**config.mk**
```make
export PLATFORM = sky130hd
export DESIGN_NAME = skts_controller
export DESIGN_NICKNAME = d
export VERILOG_FILES = /design/src/skts_pkg.sv /design/src/skts_controller.sv
export SDC_FILE = /design/constraint.sdc
export NUM_CORES = 1
export LEC_CHECK = 0
export ABC_AREA = 1
export BUFFER_PORTS_ARGS = -buffer_cell sky130_fd_sc_hd__buf_4
export CORE_AREA = 2 2 39 41
export CTS_BUF_LIST = sky130_fd_sc_hd__clkbuf_8 sky130_fd_sc_hd__clkbuf_16
export DETAILED_ROUTE_END_ITERATION = 10
export DIE_AREA = 0 0 41 43
export SYNTH_ARGS = -nofsm -noshare
export SYNTH_HDL_FRONTEND = slang
export SYNTH_SLANG_ARGS = --single-unit
```
**constraint.sdc**
```tcl
create_clock -name clk -period 1.1 [get_ports clk]
set_clock_uncertainty 0.05 [all_clocks]
set_input_delay 0.22 -clock clk [delete_from_list [all_inputs] [get_ports clk]]
set_output_delay 0.22 -clock clk [all_outputs]
set_load 0.03 [all_outputs]
```
**src/skts_pkg.sv**
```systemverilog
// Package for the sorted key table search unit.
// Holds the field widths, command and state codes, and the control structs.
// Used by the controller, the datapath and the top level.
`timescale 1ns / 1ps

package skts_pkg;

  localparam int KEY_W           = 64;
  localparam int CMD_W           = 2;
  localparam int POS_W           = 10;
  localparam int TOTAL_W         = 11;
  localparam int OUT_DATA_W      = 40;
  localparam int DEF_MAX_ENTRIES = 1024;

  typedef enum logic [CMD_W-1:0] {
    CMD_CLEAR  = 2'd0,
    CMD_APPEND = 2'd1,
    CMD_QUERY  = 2'd2
  } cmd_t;

  typedef enum logic [2:0] {
    S_IDLE,
    S_SEARCH,
    S_COMPARE,
    S_FINAL,
    S_DONE
  } state_t;

  typedef struct packed {
    logic accept;
    logic rd_mid;
    logic step;
    logic rd_lo;
    logic finish;
    logic load_out;
  } ctrl_cmd_t;

  typedef struct packed {
    logic lo_lt_hi;
    logic bounds_ok;
  } dp_status_t;

endpackage

```
**src/skts_controller.sv**
```systemverilog
// Controller of the sorted key table search unit: sequences the binary
// search steps and owns the output valid flag. Depends on skts_pkg.
`timescale 1ns / 1ps

module skts_controller import skts_pkg::*; (
  input  logic             clk,
  input  logic             rst_n,
  input  logic             in_tvalid,
  input  logic [CMD_W-1:0] in_cmd,
  output logic             in_tready,
  output logic             out_tvalid,
  input  logic             out_tready,
  input  dp_status_t       status,
  output ctrl_cmd_t        cmd
);

  state_t state_r, state_nxt;
  logic   out_valid_r, out_valid_nxt;
  logic   slot_free;

  assign slot_free  = !out_valid_r || out_tready;
  assign in_tready  = (state_r == S_IDLE);
  assign out_tvalid = out_valid_r;

  always_comb begin
    state_nxt = state_r;
    unique case (state_r)
      S_IDLE: begin
        if (in_tvalid) begin
          state_nxt = (in_cmd == CMD_QUERY) ? S_SEARCH : S_DONE;
        end
      end
      S_SEARCH: begin
        state_nxt = status.lo_lt_hi ? S_COMPARE : S_FINAL;
      end
      S_COMPARE: begin
        state_nxt = S_SEARCH;
      end
      S_FINAL: begin
        state_nxt = S_DONE;
      end
      S_DONE: begin
        if (slot_free) begin
          state_nxt = S_IDLE;
        end
      end
      default: begin
        state_nxt = S_IDLE;
      end
    endcase
  end

  always_comb begin
    cmd = '0;
    unique case (state_r)
      S_IDLE: begin
        cmd.accept = in_tvalid;
      end
      S_SEARCH: begin
        cmd.rd_mid = status.lo_lt_hi;
        cmd.rd_lo  = !status.lo_lt_hi;
      end
      S_COMPARE: begin
        cmd.step = 1'b1;
      end
      S_FINAL: begin
        cmd.finish = 1'b1;
      end
      S_DONE: begin
        cmd.load_out = slot_free;
      end
      default: begin
      end
    endcase
  end

  always_comb begin
    out_valid_nxt = out_valid_r;
    if (cmd.load_out) begin
      out_valid_nxt = 1'b1;
    end else if (out_tready) begin
      out_valid_nxt = 1'b0;
    end
  end

  always_ff @(posedge clk) begin
    if (!rst_n) begin
      state_r     <= S_IDLE;
      out_valid_r <= 1'b0;
    end else begin
      state_r     <= state_nxt;
      out_valid_r <= out_valid_nxt;
    end
  end

endmodule

```
; Word level (Yosys, flattened, before mapping)
; Cells that the tools add are included.
[word_totals]
out_inout_bits = 8
reg_bits = 4
word_cells = 28
[op_classes]
n_reduce_logical = 6
n_eq_ne = 7
mux = 13
[op_table]
columns = op, count
row1 = $pmux W3 S5, 1
row2 = $mux W1, 9
row3 = $mux W3, 3
row4 = $eq A3 B2 Y1 const B, 2
row5 = $ne A2 B2 Y1 const B, 2
row6 = $eq A3 B1 Y1 const B, 1
row7 = $eq A3 B3 Y1 const B, 1
row8 = $logic_not A3 Y1, 1
row9 = $eq A2 B2 Y1 const B, 1
row10 = $logic_not A1 Y1, 2
row11 = $reduce_and A2 Y1, 1
row12 = $reduce_bool A2 Y1, 1
row13 = $logic_or A1 B1 Y1, 1

; Depth between registers and ports, before layout
; Gate-level depths: netlist of run 1.
[logic_depth]
word_depth = 4
ltp_mapped = 7
mapped_depth_nobuf = 7

; Least setup slack after synthesis of run 1
; Ideal clock, no wire load.
[synth_path]
path_type = reg-to-output
startpoint = reg out_valid_r, in the netlist out_tvalid
endpoint = out cmd[0] (netlist bit)
slack_ps = -181
arrival_time_ps = 1011
stages_incl_launch_ff = 6
cell_sequence = dfxtp_1 inv_1 or2_4 inv_1 nor2_1 buf_4
[synth_lines]
columns = item, line
row1 = start: declaration, skts_controller.sv:18  ; logic out_valid_r, out_valid_nxt;
row2 = start signal: assignment, skts_controller.sv:92  ; out_valid_r <= out_valid_nxt;
row3 = end: declaration, skts_controller.sv:14  ; output ctrl_cmd_t cmd

==> results of run 1 <==
-- worst paths after layout --
check                                        startpoint                       to  depth (start not counted)
worst max register to register  state_r[2]$_SDFFE_PN0P_  state_r[0]$_SDFFE_PN0P_                          6
worst max-delay path            state_r[2]$_SDFFE_PN0P_                   cmd[2]                          4
worst min register to register  out_tvalid$_SDFFE_PN0P_  out_tvalid$_SDFFE_PN0P_                          3
worst min-delay path                              rst_n  state_r[2]$_SDFFE_PN0P_                          3
-- power by group through the flow --
| stage | Sequential, mW | Clock, mW | Combinational (mW) |
|---|---|---|---|
| after floorplan | 0.172 | 0 | 0.107 |
| after global placement | 0.166 | 0 | 0.178 |
| after detailed placement | 0.167 | 0 | 0.180 |
| after CTS | 0.166 | 0.328 | 0.192 |
| after global routing | 0.167 | 0.353 | 0.213 |
| final | 0.165 | 0.319 | 0.197 |
-- synth_stat cells --
cell type	n
a21oi_1	2
a31oi_1	1
buf_4	1
clkinv_1	1
clkinv_2	2
dfxtp_1	4
inv_1	9
inv_2	2
nand2_1	5
nand2_2	3
nand3_1	4
nor2_1	8
nor2_2	1
nor3_2	1
or2_4	1
-- registers in the layout, indices dropped and copies added, names as in the netlist --
register	cells
state_r	3
out_tvalid	1
-- worst max-delay path: stages (launching register included) --
cell     delay [ns]
dfxtp_2        0.34
nor3_4         0.20
nand2_1        0.10
inv_1          0.07
buf_6          0.12
-- per-stage QoR --
| step | instances | TNS [ns] | setup WS [ns] |
|---|---|---|---|
| 2_1_floorplan | 45 | -0.0445 | -0.0445 |
| 3_3_place_gp | 80 | -0.0712 | -0.0494 |
| 3_5_place_dp | 80 | -0.0933 | -0.0556 |
| 4_1_cts | 86 | -1.58 | -0.282 |
| 5_1_grt | 87 | -1.85 | -0.295 |
| 6_report | 87 | -1.29 | -0.224 |
-- layer usage --
layer  routed length [um]  share of wire  vias up  track usage
met5                    0              0        -            0
met4                   21          0.032        0       0.0800
met3                   43          0.065        3       0.0471
met2                  369           0.56        8        0.131
met1                  228           0.34      146       0.0965
li1                     -              -      181            -
-- layout make-up --
cell class / instances / area share
Clock buffer: 3 / 0.0713
Clock inverter: 1 / 0.00648
Inverter: 14 / 0.0994
Multi-Input combinational cell: 26 / 0.298
Sequential cell: 4 / 0.160
Tap cell: 16 / 0.0346
Timing Repair Buffer: 23 / 0.330
-- kinds of logic (layout without fill, tap and decap cells) --
family,Yosys count,after routing,synth area share
simple gates,23,23,0.415
flops,4,4,0.295
compound gates,3,3,0.0599
buf+inv,15,41,0.230
-- what timing repair did --
item | 4_1_cts | 5_1_grt
resized for setup | 10 | 9
pin swaps | 2 | 6
endpoints found under the setup margin | 8 | 10
setup buffers | 2 | 2
==> metrics.yaml, run 1 <==
worst_setup_path:
  path_max_fanout: 4
  worstSetupStartpointType: "flip-flop"
  reg2reg_slack_ns: 0.02
  endpoint_kind: "output port"
  path_class: "reg2out"
  crit_required_ns: 0.83
  worstPathArrival_ns: 1.05
power_and_ir_drop:
  p_int_mw: 0.482
  swShare: 0.292
  p_switching_mw: 0.199
  clkPwrFrac: 0.469
  power_frac_seq: 0.242
  p_total_mw: 0.681
  p_leak_nw: 0.303
  power.density_nw_per_um2: 1170
  combPwrFrac: 0.289
  ir_drop_uv: 741
timing:
  fin_crit_ns: 1.32
  min_period_over_period: 1.20
  slew_headroom: 0.899
  final_hold_viol_count: 0
  fin_hold_ws_ns: 0.212
  grt_setup_unrepaired: "yes"
  tightest_slew_ns: 0.150
  clock.fmax_mhz: 755
  setup_ws_ns: -0.224
  finalSetupViolCount: 7
  slew_viol_final: 0
placement:
  placed_area_sq_um: 455
  post-dp-hpwl_um: 521
  gp_congestion: 0.716
  port_buffers: 14
floorplanning:
  start_util: 0.196
  die_h_um: 43
  rows: 14
  ios: 16
  die_x_um: 41
  die_area_sq_um: 1760
  design.core.area_sq_um: 1380
synth:
  seq_area_frac_synth: 0.295
  ys_ff_latch: 4
  synth.distinct_cells: 15
  syn_inst: 45
  synth_top_area_share: 0.295
  synthTopCellsByArea: "dfxtp_1, inv_1, nor2_1"
  syn-num-nets: 53
  syn_area_sq_um: 272
  avgSynthCellArea_sq_um: 6.03
  synth_top_cell_by_area: "dfxtp_1"
  yosys_warnings: 0
run_status:
  violations: "negative setup slack"
  status: "finished with violations"
grt:
  gr-total-overflow: 0
  grt_usage: 0.0934
  antenna_found_initial: 0
  grt_max_degree: 6
  grt_pass1_wl_mm: 1.05
  grt_pass1_vias: 274
final_layout:
  seq_area_sq_um: 92.6
  nets: 80
  layout_common_cells: "buf_4, inv_1, buf_6"
  final_common_cell: "buf_4"
  antenna_cells: 0
  final_area_sq_um: 579
  drive_above_1_share: 0.662
  multi_input_area_sq_um: 173
  final_core_util: 0.419
  syn2layout_area_growth_pct: 113
  layout.filler_cells: 150
detailed_routing:
  drt-total-wl_um: 662
  drc_errors: 0
  drtAntennaViolNets: 0
  drt_first_pass_iters: 4
  avgViaCountPerCell: 3.89
  dr.first_iter.drc_count: 6
  routedWlPerCell_um: 7.61
  route.vias.total: 338
clocking:
  ctsHoldBuffers: 0
  cts.path.max_buffers: 2
  clkTransAtPathRegs_ns: 0.03
  root_buffer: "clkbuf_8"
  cts_sinks: 4
  cts_buffers: 3
  cts_tree: "done"
  clk_latency_ns: 0.22
  htree_levels: 1
worst_hold_path:
  worstHoldPathType: "in2reg"
run:
  cap_violations: 0
Power figures use the tool's default switching activity.
==> inputs of run 2 (changes only) <==
==> constraint.sdc (replaced) <==
create_clock -name clk -period 1.1 [get_ports clk]
set_clock_uncertainty 0.05 [all_clocks]
set_input_delay 0.22 -clock clk [delete_from_list [all_inputs] [get_ports clk]]
set_output_delay 0.22 -clock clk [all_outputs]
set_load 0.01 [all_outputs]
==> run 2 against run 1 <==
The flow still finishes with violations (negative setup slack); combinational power shrank 19%; largest power group unchanged; sequential cell count is the same; final cell count shrank 1.1%; total power shrank 8.0%; core utilization shrank 2.0 points; largest cell class unchanged.
==> metrics.yaml, run 2 (synthesis gave the netlist of run 1 again) <==
grt:
  gr-total-overflow: 0  # unchanged
  grt_pass1_vias: 296  # +8.0%
  grtUsageMet2: 0.141  # +0.00937
  grt_pass1_wl_mm: 1.06  # +0.67%
  grt_use_met1: 0.0962  # -0.000309
  met3_usage: 0.0314  # -0.0157
  antenna_found_initial: 0  # unchanged
  grt_max_degree: 6  # unchanged
  top_usage_layer: "met2"
  grt_usage: 0.0843  # -0.00912
detailed_routing:
  avgViaCountPerCell: 3.83  # -1.5%
  routedWlPerCell_um: 7.31  # -3.9%
  drtAntennaViolNets: 0  # unchanged
  drt-total-wl_um: 629  # -5.0%
  dr.first_iter.drc_count: 0  # -6
  drc_errors: 0  # unchanged
  route.vias.total: 329  # -2.7%
  drt_first_pass_iters: 1  # -3
worst_setup_path:
  path_class: "reg2out"
  crit_required_ns: 0.83  # about the same
  worstSetupStartpointType: "flip-flop"
  critPathLaunch: "state_r[1]$_SDFFE_PN0P_"
  endpoint_kind: "output port"
  r2r_end: "state_r[0]$_SDFFE_PN0P_"
  crit-reg2reg-launch: "state_r[1]$_SDFFE_PN0P_"
  worstRegToRegCells: 6  # unchanged
  worstPathArrival_ns: 1.02  # -0.03 ns
  path_max_fanout: 5  # +1
  reg2reg_slack_ns: 0.07  # +0.05 ns
  endpoint: "cmd[4]"
timing:
  min_period_over_period: 1.17  # -0.0340
  fin_hold_ws_ns: 0.222  # +0.00968 ns
  setup_ws_ns: -0.187  # +0.0374 ns
  slew_headroom: 0.911  # +0.0121
  finalSetupViolCount: 7  # unchanged
  grt_setup_unrepaired: "yes"
  tightest_slew_ns: 0.132  # -0.0181 ns
  fin_crit_ns: 1.29  # -0.0374 ns
  final_hold_viol_count: 0  # unchanged
  clock.fmax_mhz: 777  # +2.9%
  slew_viol_final: 0  # unchanged
floorplanning:
  die_x_um: 41  # unchanged
  design.core.area_sq_um: 1380  # unchanged
  rows: 14  # unchanged
  start_util: 0.196  # unchanged
  ios: 16  # unchanged
  die_area_sq_um: 1760  # unchanged
  die_h_um: 43  # unchanged
clocking:
  root_buffer: "clkbuf_8"
  cts_buffers: 3  # unchanged
  htree_levels: 1  # unchanged
  cts.path.max_buffers: 2  # unchanged
  cts_tree: "done"
  cts_sinks: 4  # unchanged
  ctsHoldBuffers: 0  # unchanged
  clk_latency_ns: 0.21  # about the same
  clkTransAtPathRegs_ns: 0.03  # about the same
final_layout:
  antenna_cells: 0  # unchanged
  largest-register: "state_r"
  drive_above_1_share: 0.643  # -0.0191
  nets: 80  # unchanged
  layout.cells.non_filler: 86  # -1.1%
  syn2layout_area_growth_pct: 103
  layout_common_cells: "buf_4, inv_1, nor2_1"
  largest_reg_flops: 3  # unchanged
  final_common_cell: "buf_4"
run_status:
  status: "finished with violations"
  violations: "negative setup slack"
placement:
  post-dp-hpwl_um: 522  # +0.12%
  dp.cells: 79  # -1.3%
  port_buffers: 14  # unchanged
  gp_congestion: 0.721  # +0.73%
worst_hold_path:
  worstHoldPathType: "in2reg"
run:
  cap_violations: 0  # unchanged
power_and_ir_drop:
  power.density_nw_per_um2: 1130  # -3.4%
  p_leak_nw: 0.299  # -1.4%
  ir_drop_uv: 675  # -8.9%
## run 2: changes by cell type in the layout (fill, tap and decap cells not counted), moves of 2 or more
cell | previous run | this run
nor2_4 | 4 | 1
buf_6 | 5 | 2
buf_4 | 18 | 21
nand3_1 | 4 | 2
nor2_1 | 4 | 7
## run 2: layout make-up
class / count / area (sq um)
clock buffer: 3 / 41.3
tap: 16 / 20.0
sequential: 4 / 90.1
multi-input combinational: 26 / 163
inverter: 14 / 57.6
fill: 148 / 832
timing repair buffer: 23 / 180
## run 2: worst min path at each step
stage,startpoint,endpoint,slack [ns],depth (start not counted)
after global placement,rst_n,state_r[0]$_SDFFE_PN0P_,0.44,3
after CTS,rst_n,state_r[0]$_SDFFE_PN0P_,0.22,3
after detailed placement,rst_n,state_r[0]$_SDFFE_PN0P_,0.44,3
after global routing,rst_n,state_r[0]$_SDFFE_PN0P_,0.24,3
after floorplan,rst_n,state_r[1]$_SDFFE_PN0P_,0.33,2
final,rst_n,state_r[2]$_SDFFE_PN0P_,0.22,3
## run 2: stage by stage
step	setup TNS [ns]	power [mW]	utilization	instance area (sq um)	setup WS (ns)
after detailed placement	-0.0179	0.309	0.309	428	-0.0102
after floorplan	0	0.242	-	273	0.0332
after global placement	0	0.305	0.309	428	0.00163
after global routing	-1.53	0.666	0.399	552	-0.291
final	-1.03	0.626	0.399	552	-0.187
after CTS	-1.07	0.624	0.361	499	-0.209
## run 2: critical path, stage by stage (launching register included)
cell,delay [ns]
dfxtp_4,0.36
nor3_4,0.16
inv_1,0.07
nor2_1,0.09
buf_4,0.12
## run 2: layer usage
metal | up-vias | wire length, um
met2 | 8 | 355
met1 | 138 | 234
met5 | - | 0
met3 | 0 | 38
met4 | 0 | 0
li1 | 183 | -
## run 2: power breakdown
| part | internal [mW] | switching [mW] | total [mW] |
|---|---|---|---|
| clock | 0.233 | 0.0675 | 0.300 |
| sequential | 0.154 | 0.0122 | 0.166 |
| combinational | 0.0876 | 0.0726 | 0.160 |
| total | 0.474 | 0.152 | 0.626 |
## run 2: timing repair
item | 4_1_cts | 5_1_grt
pin swaps | 1 | 2
resized for setup | 6 | 10
endpoints found under the setup margin | 8 | 9
cloned | 0 | 0
setup buffers | 2 | 2
